==> src/bffa_pkg.sv <==
package bffa_pkg;

    localparam int CMD_W    = 1;
    localparam int LEN_W    = 13;
    localparam int BLOCK_W  = 12;
    localparam int STATUS_W = 1;
    localparam int BYTE_W   = 8;

    localparam logic [CMD_W-1:0]    CMD_ALLOC       = 1'b0;
    localparam logic [CMD_W-1:0]    CMD_FREE        = 1'b1;
    localparam logic [STATUS_W-1:0] STATUS_OK       = 1'b0;
    localparam logic [STATUS_W-1:0] STATUS_NO_SPACE = 1'b1;

    typedef struct packed {
        logic [CMD_W-1:0]   command;
        logic [LEN_W-1:0]   run_length;
        logic [BLOCK_W-1:0] start_block;
    } req_t;

    typedef struct packed {
        logic [STATUS_W-1:0] status;
        logic [BLOCK_W-1:0]  first_block;
    } rsp_t;

endpackage

==> src/bffa_byte_scan.sv <==
// Advance the free-run tracker across the eight blocks of one map byte.
module bffa_byte_scan #(
    parameter int TOTAL_BLOCKS = 4096,
    parameter int AW           = 9,
    parameter int BW           = 12
) (
    input  logic [AW-1:0]               byte_idx,
    input  logic [bffa_pkg::BYTE_W-1:0] data,
    input  logic [bffa_pkg::LEN_W-1:0]  len,
    input  logic [bffa_pkg::LEN_W-1:0]  run_in,
    input  logic [BW-1:0]               start_in,
    output logic [bffa_pkg::LEN_W-1:0]  run_out,
    output logic [BW-1:0]               start_out,
    output logic                        found,
    output logic [BW-1:0]               hit_start
);

    localparam logic [AW+3:0] TOTAL_X = (AW + 4)'(TOTAL_BLOCKS);

    always_comb
    begin
        logic [AW+2:0]              blk;
        logic [bffa_pkg::LEN_W-1:0] run;
        logic [BW-1:0]              start;
        logic                       hit;
        logic [BW-1:0]              hit_at;
        run    = run_in;
        start  = start_in;
        hit    = 1'b0;
        hit_at = start_in;
        for (int i = 0; i < bffa_pkg::BYTE_W; i++)
        begin
            blk = {byte_idx, 3'(i)};
            // skip blocks past the end of the map and stop at the first fit
            if (!hit && ({1'b0, blk} < TOTAL_X))
            begin
                if (!data[i])
                begin
                    if (run == '0)
                    begin
                        start = blk[BW-1:0];
                    end
                    run = run + bffa_pkg::LEN_W'(1);
                    if (run == len)
                    begin
                        hit    = 1'b1;
                        hit_at = start;
                    end
                end
                else
                begin
                    run = '0;
                end
            end
        end
        run_out   = run;
        start_out = start;
        found     = hit;
        hit_start = hit_at;
    end

endmodule

==> src/bitmap_first_fit_allocator.sv <==
// First-fit block allocator over a free map of TOTAL_BLOCKS bits (1 = used), held
// as a byte-wide synchronous RAM of ceil(TOTAL_BLOCKS/8) entries. One request is
// handled at a time and each yields one response transfer. After reset the map is
// cleared by a pass over every byte with req_stall high. An allocate request scans
// the RAM one byte per cycle from block 0, stopping at the byte in which the run is
// found or at the end of the map when no run fits, and then marks the bytes the run
// spans. A free request clears the bytes its clamped range spans; a free that clears
// nothing and a zero-length allocate go straight to the response.
// The edge that raises rsp_valid also returns the allocator to idle, so the next
// request can transfer while that response is presented.
// The single RAM read port limits each pass to one byte read per cycle, and the
// mark and free passes overlap the read of one byte with the write-back of the
// previous one. A finished response sits in an output register, so the next
// request may be taken while the previous response is still stalled.
module bitmap_first_fit_allocator #(
    parameter int TOTAL_BLOCKS = 4096
) (
    input  logic           clk,
    input  logic           rst_n,
    input  logic           req_valid,
    output logic           req_stall,
    input  bffa_pkg::req_t req,
    output logic           rsp_valid,
    input  logic           rsp_stall,
    output bffa_pkg::rsp_t rsp
);

    localparam int MAP_BYTES = (TOTAL_BLOCKS + 7) / 8;
    localparam int AW        = (MAP_BYTES > 1) ? $clog2(MAP_BYTES) : 1;
    localparam int CW        = $clog2(MAP_BYTES + 1);
    localparam int BW        = $clog2(TOTAL_BLOCKS);
    // wide enough for a block index and for start plus length
    localparam int SW        = ((AW + 3 > bffa_pkg::LEN_W) ? AW + 3 : bffa_pkg::LEN_W) + 1;

    localparam logic [CW-1:0] LAST_ADDR = CW'(MAP_BYTES - 1);
    localparam logic [CW-1:0] END_ADDR  = CW'(MAP_BYTES);
    localparam logic [SW-1:0] TOTAL_S   = SW'(TOTAL_BLOCKS);

    typedef enum logic [2:0] {
        ST_CLEAR,
        ST_IDLE,
        ST_SCAN,
        ST_MARK,
        ST_RESP
    } state_t;

    state_t                     state_reg, state_next;
    logic [CW-1:0]              addr_reg, addr_next;
    logic                       pend_reg, pend_next;
    logic [AW-1:0]              pend_addr_reg, pend_addr_next;
    logic [bffa_pkg::LEN_W-1:0] len_reg, len_next;
    logic [bffa_pkg::LEN_W-1:0] run_reg, run_next;
    logic [BW-1:0]              run_start_reg, run_start_next;
    logic [SW-1:0]              lo_reg, lo_next;
    logic [SW-1:0]              end_reg, end_next;
    logic [AW-1:0]              last_reg, last_next;
    logic                       set_reg, set_next;
    bffa_pkg::rsp_t             res_reg, res_next;
    logic                       rsp_valid_reg, rsp_valid_next;
    bffa_pkg::rsp_t             rsp_reg, rsp_next;

    // free map storage, one byte per entry
    logic [bffa_pkg::BYTE_W-1:0] map_mem [MAP_BYTES];
    logic [bffa_pkg::BYTE_W-1:0] rd_data_reg;
    logic                        rd_en;
    logic                        wr_en;
    logic [AW-1:0]               rd_addr;
    logic [AW-1:0]               wr_addr;
    logic [bffa_pkg::BYTE_W-1:0] wr_data;

    logic [bffa_pkg::LEN_W-1:0]  scan_run;
    logic [BW-1:0]               scan_start;
    logic                        scan_found;
    logic [BW-1:0]               scan_hit;

    logic [bffa_pkg::BYTE_W-1:0] mask;
    logic [SW-1:0]               req_start_s;
    logic [SW-1:0]               req_end_s;
    logic [SW-1:0]               free_end_s;
    logic [SW-1:0]               free_last_s;
    logic [SW-1:0]               hit_lo_s;
    logic [SW-1:0]               hit_end_s;
    logic [SW-1:0]               hit_last_s;
    logic                        accept;

    assign req_stall = (state_reg != ST_IDLE);
    assign accept    = req_valid && !req_stall;
    assign rsp_valid = rsp_valid_reg;
    assign rsp       = rsp_reg;
    assign rd_addr   = addr_reg[AW-1:0];

    bffa_byte_scan #(
        .TOTAL_BLOCKS (TOTAL_BLOCKS),
        .AW           (AW),
        .BW           (BW)
    ) u_scan (
        .byte_idx  (pend_addr_reg),
        .data      (rd_data_reg),
        .len       (len_reg),
        .run_in    (run_reg),
        .start_in  (run_start_reg),
        .run_out   (scan_run),
        .start_out (scan_start),
        .found     (scan_found),
        .hit_start (scan_hit)
    );

    // Range arithmetic for a free request (clamped to the map) and for a found run.
    always_comb
    begin
        req_start_s = SW'(req.start_block);
        req_end_s   = req_start_s + SW'(req.run_length);
        free_end_s  = (req_end_s > TOTAL_S) ? TOTAL_S : req_end_s;
        free_last_s = free_end_s - SW'(1);
        hit_lo_s    = SW'(scan_hit);
        hit_end_s   = hit_lo_s + SW'(len_reg);
        hit_last_s  = hit_end_s - SW'(1);
    end

    // Bits of the byte under write-back that fall inside [lo, end).
    always_comb
    begin
        logic [SW-1:0] blk_s;
        for (int i = 0; i < bffa_pkg::BYTE_W; i++)
        begin
            blk_s   = SW'({pend_addr_reg, 3'(i)});
            mask[i] = (blk_s >= lo_reg) && (blk_s < end_reg);
        end
    end

    always_comb
    begin
        state_next     = state_reg;
        addr_next      = addr_reg;
        pend_next      = 1'b0;
        pend_addr_next = rd_addr;
        len_next       = len_reg;
        run_next       = run_reg;
        run_start_next = run_start_reg;
        lo_next        = lo_reg;
        end_next       = end_reg;
        last_next      = last_reg;
        set_next       = set_reg;
        res_next       = res_reg;
        rsp_next       = rsp_reg;
        rd_en          = 1'b0;
        wr_en          = 1'b0;
        wr_addr        = pend_addr_reg;
        wr_data        = set_reg ? (rd_data_reg | mask) : (rd_data_reg & ~mask);

        // drop the held response once it transfers
        rsp_valid_next = rsp_valid_reg && rsp_stall;

        unique case (state_reg)
            ST_CLEAR:
            begin
                // zero one byte per cycle after reset
                wr_en   = 1'b1;
                wr_addr = rd_addr;
                wr_data = '0;
                if (addr_reg == LAST_ADDR)
                begin
                    state_next = ST_IDLE;
                end
                else
                begin
                    addr_next = addr_reg + CW'(1);
                end
            end

            ST_IDLE:
            begin
                if (accept)
                begin
                    res_next.status      = bffa_pkg::STATUS_OK;
                    res_next.first_block = '0;
                    len_next             = req.run_length;
                    if (req.command == bffa_pkg::CMD_FREE)
                    begin
                        if ((req_start_s < TOTAL_S) && (req.run_length != '0))
                        begin
                            lo_next    = req_start_s;
                            end_next   = free_end_s;
                            addr_next  = CW'(req_start_s[AW+2:3]);
                            last_next  = free_last_s[AW+2:3];
                            set_next   = 1'b0;
                            state_next = ST_MARK;
                        end
                        else
                        begin
                            state_next = ST_RESP;
                        end
                    end
                    else if (req.run_length == '0)
                    begin
                        res_next.status = bffa_pkg::STATUS_NO_SPACE;
                        state_next      = ST_RESP;
                    end
                    else
                    begin
                        run_next       = '0;
                        run_start_next = '0;
                        addr_next      = '0;
                        state_next     = ST_SCAN;
                    end
                end
            end

            ST_SCAN:
            begin
                // issue the next byte read while the previous byte is examined
                if (addr_reg != END_ADDR)
                begin
                    rd_en     = 1'b1;
                    pend_next = 1'b1;
                    addr_next = addr_reg + CW'(1);
                end
                if (pend_reg)
                begin
                    run_next       = scan_run;
                    run_start_next = scan_start;
                    if (scan_found)
                    begin
                        lo_next              = hit_lo_s;
                        end_next             = hit_end_s;
                        addr_next            = CW'(hit_lo_s[AW+2:3]);
                        last_next            = hit_last_s[AW+2:3];
                        set_next             = 1'b1;
                        res_next.first_block = bffa_pkg::BLOCK_W'(scan_hit);
                        pend_next            = 1'b0;
                        state_next           = ST_MARK;
                    end
                end
                else if (addr_reg == END_ADDR)
                begin
                    res_next.status = bffa_pkg::STATUS_NO_SPACE;
                    state_next      = ST_RESP;
                end
            end

            ST_MARK:
            begin
                // read byte k+1 while byte k is written back; addresses never collide
                if (addr_reg <= CW'(last_reg))
                begin
                    rd_en     = 1'b1;
                    pend_next = 1'b1;
                    addr_next = addr_reg + CW'(1);
                end
                if (pend_reg)
                begin
                    wr_en = 1'b1;
                end
                else if (addr_reg > CW'(last_reg))
                begin
                    state_next = ST_RESP;
                end
            end

            ST_RESP:
            begin
                if (!rsp_valid_reg || !rsp_stall)
                begin
                    rsp_next       = res_reg;
                    rsp_valid_next = 1'b1;
                    state_next     = ST_IDLE;
                end
            end

            default:
            begin
                state_next = ST_IDLE;
            end
        endcase
    end

    always_ff @(posedge clk or negedge rst_n)
    begin
        if (!rst_n)
        begin
            state_reg     <= ST_CLEAR;
            addr_reg      <= '0;
            pend_reg      <= 1'b0;
            rsp_valid_reg <= 1'b0;
        end
        else
        begin
            state_reg     <= state_next;
            addr_reg      <= addr_next;
            pend_reg      <= pend_next;
            rsp_valid_reg <= rsp_valid_next;
        end
    end

    always_ff @(posedge clk)
    begin
        pend_addr_reg <= pend_addr_next;
        len_reg       <= len_next;
        run_reg       <= run_next;
        run_start_reg <= run_start_next;
        lo_reg        <= lo_next;
        end_reg       <= end_next;
        last_reg      <= last_next;
        set_reg       <= set_next;
        res_reg       <= res_next;
        rsp_reg       <= rsp_next;
    end

    always_ff @(posedge clk)
    begin
        if (wr_en)
        begin
            map_mem[wr_addr] <= wr_data;
        end
        if (rd_en)
        begin
            rd_data_reg <= map_mem[rd_addr];
        end
    end

endmodule

==> config.mk <==
export PLATFORM = sky130hd
export DESIGN_NAME = bitmap_first_fit_allocator
export DESIGN_NICKNAME = d
export VERILOG_FILES = /design/src/bffa_pkg.sv /design/src/bffa_byte_scan.sv /design/src/bitmap_first_fit_allocator.sv
export SDC_FILE = /design/constraint.sdc
export NUM_CORES = 2
export LEC_CHECK = 0
export BUFFER_PORTS_ARGS = -buffer_cell sky130_fd_sc_hd__buf_2
export CAP_MARGIN = 25
export CORE_UTILIZATION = 35
export DETAILED_ROUTE_END_ITERATION = 7
export PLACE_DENSITY = 0.49
export SYNTH_ARGS = -nofsm -noshare
export SYNTH_HDL_FRONTEND = slang
export SYNTH_SLANG_ARGS = --single-unit
export TNS_END_PERCENT = 100
==> constraint.sdc <==
create_clock -name clk -period 24.9 [get_ports clk]
set_input_delay 1.245 -clock clk [delete_from_list [all_inputs] [get_ports clk]]
set_output_delay 1.245 -clock clk [all_outputs]
set_load 0.03 [all_outputs]
; ---- Yosys cells after proc, flatten, opt, wreduce, memory -nomap -nowiden
; Memory sizes are Yosys's and may differ from the RTL's. A register that Yosys moved wholly into a read port is not among the register bits.
; Index checks and enable logic that the tools add are counted.
[totals]
reg_bits = 126
ram_bits = 4096
out_inout_bits = 15
memories = 1
[memory_table]
columns = name, words, width, read_ports, rd_clocked_by_memory_dff, wr, line
row1 = map_mem, 512, 8, 1, 1, 1, bitmap_first_fit_allocator.sv:63  ; logic [bffa_pkg::BYTE_W-1:0] map_mem [MAP_BYTES];
[op_classes]
add_sub_neg = 13
order_cmp = 20
eq_ne = 35
mux = 172
bitwise = 3
reduce_logical = 36
[ops]
columns = cell, count
row1 = 2-to-1 mux 12 bit, 60
row2 = 2-to-1 mux 13 bit, 20
row3 = 2-to-1 mux 14 bit, 11
row4 = zero test 13 bit, 9
row5 = >= comparator 12 x 14 -> 1 bit, 8
row6 = less-than comparator 12 x 14 -> 1 bit, 8
row7 = adder 13 x 1 -> 13 bit (second input constant), 8
row8 = equality test 13 bit, 8
row9 = 2-to-1 mux 10 bit, 9
row10 = case mux 14 bit (2 select lines), 2
row11 = 2-to-1 mux 9 bit, 6
row12 = case mux 13 bit (2 select lines), 2
row13 = 2-to-1 mux 1 bit, 41
row14 = case mux 10 bit (4 select lines), 1
row15 = 2-to-1 mux 3 bit, 11
row16 = != test 2 bit (second input constant), 15
row17 = adder 12 x 13 -> 14 bit, 2
row18 = case mux 12 bit (2 select lines), 1
row19 = subtractor 12 x 1 -> 12 bit (second input constant), 2
row20 = case mux 9 bit (2 select lines), 1
row21 = 2-to-1 mux 8 bit, 2
row22 = case mux 3 bit (5 select lines), 1
row23 = greater-than comparator 14 x 13 -> 1 bit (second input constant), 1
row24 = less-than comparator 12 x 13 -> 1 bit (second input constant), 1
row25 = other kinds (27), 49

; ---- Longest topological paths before layout
[depth]
ltp_word = 38
mapped_depth = 68
depth_no_buf = 62

; ---- By module
; A second synthesis with hierarchy kept.
[unflattened]
cells_unflattened = 9179
hier_area_um2 = 176419.2
[modules_own_cells]
columns = module, instances, cells_per_inst, area_each_um2, seq_area_each_um2
row1 = bitmap_first_fit_allocator, 1, 7682, 166320.8, 126796.6
row2 = bffa_byte_scan, 1, 1497, 10098.4, 0.0

; ---- Worst setup path before layout
; No wires, ideal clock.
[synth_path]
path_type = reg-to-reg
startpoint = reg pend_addr_reg[4]
endpoint = mem map_mem[0][6] (netlist name) (data pin)
setup_ps = 2942
arrival_ps = 15446
required_time_ps = 21958
setup_slack_ps = 6513
path_stages_with_launch = 12
path_buffers = 0
synth_period_minus_slack_ps = 18387
cell_sequence = dfxtp_1 ha_1 a21o_1 a21oi_1 nor2b_1 o21ai_0 nand2b_1 a21oi_1 or3_1 a21boi_1 nand3_1 a21oi_1
[synth_between]
elab_chain_len = 6
[synth_rtl]
columns = item, line
row1 = from (decl), bitmap_first_fit_allocator.sv:50  ; logic [AW-1:0] pend_addr_reg, pend_addr_next;
row2 = from (signal assigned), bitmap_first_fit_allocator.sv:297  ; pend_addr_reg <= pend_addr_next;
row3 = >= comparator 12 x 14 -> 1 bit / less-than comparator 12 x 14 -> 1 bit (equally long branches), bitmap_first_fit_allocator.sv:127  ; mask[i] = (blk_s >= lo_reg) && (blk_s < end_reg);
row4 = logical AND 1 bit (*), bitmap_first_fit_allocator.sv:127
row5 = inverter 8 bit, bitmap_first_fit_allocator.sv:149  ; wr_data = set_reg ? (rd_data_reg | mask) : (rd_data_reg & ~mask);
row6 = bitwise AND 8 bit, bitmap_first_fit_allocator.sv:149
row7 = 2-to-1 mux 8 bit (*), bitmap_first_fit_allocator.sv:149
row8 = 2-to-1 mux 8 bit (*), bitmap_first_fit_allocator.sv:154  ; unique case (state_reg)
row9 = via wr_data (one bit), bitmap_first_fit_allocator.sv:69  ; logic [bffa_pkg::BYTE_W-1:0] wr_data;
row10 = to (decl), bitmap_first_fit_allocator.sv:63
; The timed path passes the listed nets; every way through them passes the cells marked *.

; ---- Worst setup path in the final report
[layout_path]
startpoint = reg run_reg[0] (netlist name)
endpoint = reg last_reg[8] (data pin)
[layout_between]
elab_chain_len = 38
[layout_rtl]
columns = item, line
row1 = from (decl), bitmap_first_fit_allocator.sv:52  ; logic [bffa_pkg::LEN_W-1:0] run_reg, run_next;
row2 = from (signal assigned), bitmap_first_fit_allocator.sv:299  ; run_reg <= run_next;
row3 = "parallel branches: the longest is 32 deep, another holds adder 13 x 1 -> 13 bit", n/a
row4 = 2-to-1 mux 12 bit (*), bffa_byte_scan.sv:35  ; if (!hit && ({1'b0, blk} < TOTAL_X))
row5 = via scan_hit[1], bitmap_first_fit_allocator.sv:74  ; logic [BW-1:0] scan_hit;
row6 = adder 12 x 13 -> 14 bit (*), bitmap_first_fit_allocator.sv:116  ; hit_end_s = hit_lo_s + SW'(len_reg);
row7 = subtractor 12 x 1 -> 12 bit (*), bitmap_first_fit_allocator.sv:117  ; hit_last_s = hit_end_s - SW'(1);
row8 = 2-to-1 mux 9 bit (*), bitmap_first_fit_allocator.sv:222  ; if (scan_found)
row9 = 2-to-1 mux 9 bit (*), bitmap_first_fit_allocator.sv:218  ; if (pend_reg)
row10 = case mux 9 bit (2 select lines) (*), bitmap_first_fit_allocator.sv:154
row11 = via last_next[8], bitmap_first_fit_allocator.sv:56  ; logic [AW-1:0] last_reg, last_next;
row12 = to (signal assigned), bitmap_first_fit_allocator.sv:303  ; last_reg <= last_next;
row13 = to (decl), bitmap_first_fit_allocator.sv:56
; Mark *: on every way through the listed nets, which the timed path passes. The select of a mux whose other input is x is not followed.
; A chain may end at the register's enable or synchronous reset.

==> results.md <==
- The final hold violation count was 0.
- TritonCTS built the clock tree.
- The number of flip-flops in the largest register is 4096.
- Once placement finished, the instance area stood at 184000 µm².
- The critical path class is reg2reg.
- The cell count after synthesis is 8834.
- The per-cell routed wire length is 31.5 µm.
- The achievable frequency is 57.5 MHz.
- The largest individual stage delay along the critical path comes from the cell sky130_fd_sc_hd__xnor2_1.
- Dividing the detail-routed via count by the number of cells gives 5.61.
- The worst setup skew after layout is 0.0953 ns.
- Setup repair after global routing left no endpoint under its margin.
- During I/O placement, the number of pins put on the boundary was 45.
- The relative area change from synthesis to final layout is 13.0%.
- The final setup slack of the worst path is 7.52 ns.
- Detailed routing inserted a total of 89700 vias.
- The type of origin of the critical path is a flip-flop.
- The routed design has 504000 µm of wire.
- The number of warnings printed during yosys synthesis is 0.
- After synthesis the netlist holds a flip-flop and latch count of 4228.
- The core area is 498000 µm².
- Counting both buffers and inverters, the worst setup path holds a total of 5.
- The congestion estimate from routability-driven global placement came to 0.845.
- The overall track demand over capacity in global routing is 19.7%.
- The number of remaining DRC errors is 0.
- The worst reg-to-reg setup slack is 7.52 ns.
- The placement-stage worst setup slack is 7.88 ns.
- The remaining max-slew budget at the tightest pin is 7.66%.
- Buffers placed on the I/O ports in this run total 44.
- Summed over all failing endpoints, the final setup total negative slack is 0 ns.
- The quantity of hold-fixing buffers added after cts is 0.
- The number of flops mapped to enable cells by yosys is 4204.
- Data on the critical path is required at its endpoint by 25.62 ns.
- The global-route wire length before repair is 715000 µm.
- The clock latency of the later-clocked register in the worst-skew pair is 1.02 ns.
- The deepest clock path buffer count is 4.
- In this run, the number of DRC markers left after iteration 0 of detailed routing was 9696.
- The via count of the first global-routing pass was 91000.
- The clock buffer count from CTS is 445.
- The post-synthesis instance area is 175000 µm².
- The actual slew at the worst max-slew pin is 1.39 ns.
- STA classifies the critical path endpoint as a flip-flop.
- The post-CTS clock slew at the launch and capture registers of the worst setup and hold paths is 0.06 ns.
- The starting density of the core is 35.2%.
- The detail route stage leaves a number of antenna-violating nets equal to 0.
- The library cell used most frequently in the layout, excluding fill and tap cells, is sky130_fd_sc_hd__edfxtp_1.
- After routing the design area is 198000 µm².
- The pin count of the biggest net entering global routing is 208.
- The largest total area in the synthesized netlist belongs to sky130_fd_sc_hd__edfxtp_1.
- The maximum cell stage delay along the critical path is 0.68 ns.
- The number of instances resized during post-cts repair is 0.
- The smallest clock period supported by the final layout is computed as 17.38 ns.
- The post-CTS repair timing setup buffer count is 0.
- The critical path's most frequent cell is sky130_fd_sc_hd__nand2_1.
- Summing the sequential cell areas from Yosys gives 72.3% of the chip area.
- The area share of the largest cell type after synthesis is 72.0%.
- The number of pins exceeding their max-slew limit in the final report is 0.
- The post-detailed-placement half-perimeter wirelength is 302000 µm.
- The number of antenna violations at the first check in global routing came to 19.
- The analysis attributes to cell leakage a power of 50.6 nW.
- The floorplan step defined a die boundary enclosing 504000 µm².
- By area the synthesized netlist is led by sky130_fd_sc_hd__edfxtp_1 (72%), sky130_fd_sc_hd__mux4_2 (17%), sky130_fd_sc_hd__nor2_1 (1.6%), sky130_fd_sc_hd__clkbuf_1 (0.76%), sky130_fd_sc_hd__xnor2_1 (0.58%).
- The residual overflow from global routing is 0.
- The power density of the placed cells is 72.3 nW/µm².
- The fill cell total of the finished layout is 44600.
- The worst-case IR drop observed on VDD is 0.0631 mV.
- The average cell area after synthesis is 19.9 µm².
- The number of max-cap violations is 0.
- The height of the die is 710 µm.
- Cells with a size suffix above 1 make up 25.0% of the layout.
- For the worst setup path, the data arrival time is 18.09 ns.
- The cell total after placement is 15200.
- The top cell family by delay on the critical path is simple AND/OR/NAND/NOR gates.
- Clock tree synthesis found a total of 4228 sinks.
- The flow ran to the end, and the final reports show no timing, DRC or antenna violations.
- In this run the clock root is driven by a sky130_fd_sc_hd__clkbuf_16.
- The horizontal die dimension is 710 µm.
- The library cells used most frequently in the layout, excluding fill and tap cells, are sky130_fd_sc_hd__edfxtp_1 (4204), sky130_fd_sc_hd__mux4_2 (1336), sky130_fd_sc_hd__nor2_1 (734), sky130_fd_sc_hd__clkbuf_16 (456), sky130_fd_sc_hd__nand2_1 (210).
- The number of nets in the finished design is 9075.
- The site row count is 259.
- The net count of the mapped netlist is 8938.
- The depth of the CTS H-tree is 5.
- The final cycle utilization of the critical path is 69.8%.
- The pre-antenna-repair detailed-routing pass consisted of 6 iterations.
- Counting flops with an async set or reset pin after synthesis yields a share of 0.355%.
- The netlist uses 122 different library cells.
- The commonest register cell after synthesis is sky130_fd_sc_hd__edfxtp_1.
- The tightest min-delay check is of the in2async type.
- Of all nets on the critical path, the largest fanout is 32.
- The final count of negative-setup-slack endpoints is 0.
- The total power is 0.0143 W.
- For this run, the number of standard cells in the final layout without fillers is 16000.
-- cells by family (layout without fill, tap and decap cells) --
family,after synthesis,after routing,share of synthesized area (%)
fa+ha+maj,74,74,0.536
flops,4228,4228,72.3
buf+inv,628,1134,1.38
other cells,0,7,0
compound gates,767,767,3.08
mux,1428,1428,17.7
xor+xnor,156,156,0.819
simple gates,1553,1553,4.22
-- final timing paths --
check / from / endpoint / cells after the start
worst max-delay path: run_reg[0] / last_reg[8] / 55
worst min-delay path: rst_n / addr_reg[2] / 1
worst max register to register: run_reg[0] / last_reg[8] / 55
worst min register to register: res_reg[7] / rsp[7] / 0
max in group asynchronous: rst_n / addr_reg[1] / 1
min in group clk: res_reg[7] / rsp[7] / 0
-- power breakdown --
group	internal [W]	switching (W)
clock	0.00381	0.00277
sequential	0.00771	0.0000000000000000000110
combinational	0.0000135	0.0000219
-- per-layer routing --
layer | track usage, % | wire length, µm | up-vias | part of all wire, %
met1 | 28.3 | 221000 | 49000 | 44
met3 | 2.79 | 28800 | 654 | 5.7
met4 | 4.22 | 11300 | 2 | 2.2
met2 | 32.0 | 242000 | 2873 | 48
met5 | 0 | 12 | - | 0.0024
li1 | - | - | 37200 | -
-- through the flow --
step	hold WS [ns]	util (%)
detailed placement	0.409	36.9
CTS	0.131	39.7
global route	0.197	39.8
finish	0.209	39.8
floorplan	0.372	-
global placement	0.405	36.9
-- layout make-up --
| class | instances | area [µm²] | area share, % |
|---|---|---|---|
| diodes | 7 | 17.5 | 0.00884 |
| clock buffers | 534 | 11700 | 5.90 |
| clock inverters | 282 | 2620 | 1.32 |
| inverters | 98 | 375 | 0.189 |
| multi-input cells | 3978 | 46500 | 23.4 |
| flip-flops and latches | 4228 | 127000 | 64.0 |
| well taps | 6655 | 8330 | 4.20 |
| repair buffers | 220 | 1900 | 0.958 |
-- synth_stat cells (12+ instances only) --
library cell,instances
sky130_fd_sc_hd__or2_2,20
sky130_fd_sc_hd__o21ai_0,110
sky130_fd_sc_hd__o21bai_1,19
sky130_fd_sc_hd__or4_1,30
sky130_fd_sc_hd__a211oi_1,27
sky130_fd_sc_hd__buf_2,30
sky130_fd_sc_hd__buf_1,133
sky130_fd_sc_hd__xor2_1,34
sky130_fd_sc_hd__o31ai_1,19
sky130_fd_sc_hd__mux4_2,1336
sky130_fd_sc_hd__nand3_1,99
sky130_fd_sc_hd__a21o_1,44
sky130_fd_sc_hd__o221ai_1,15
sky130_fd_sc_hd__or3_1,36
sky130_fd_sc_hd__nor2b_1,25
sky130_fd_sc_hd__edfxtp_1,4204
sky130_fd_sc_hd__nand2b_1,26
sky130_fd_sc_hd__a21oi_1,159
sky130_fd_sc_hd__nor3_1,83
sky130_fd_sc_hd__mux2_2,19
sky130_fd_sc_hd__o22ai_1,33
sky130_fd_sc_hd__a22oi_1,19
sky130_fd_sc_hd__nor2_1,743
sky130_fd_sc_hd__nor4_1,46
sky130_fd_sc_hd__dfrtp_1,15
sky130_fd_sc_hd__nand4_1,50
sky130_fd_sc_hd__o31a_1,12
sky130_fd_sc_hd__a31oi_1,32
sky130_fd_sc_hd__o21ai_1,25
sky130_fd_sc_hd__ha_1,72
sky130_fd_sc_hd__xnor2_1,117
sky130_fd_sc_hd__inv_1,94
sky130_fd_sc_hd__and2_1,37
sky130_fd_sc_hd__clkbuf_1,357
sky130_fd_sc_hd__a211o_1,12
sky130_fd_sc_hd__nand2_1,229
sky130_fd_sc_hd__mux2i_1,69
sky130_fd_sc_hd__o21a_1,24
sky130_fd_sc_hd__o211ai_1,44
sky130_fd_sc_hd__and3_1,41
No activity file was read; power rests on OpenSTA's default activity.
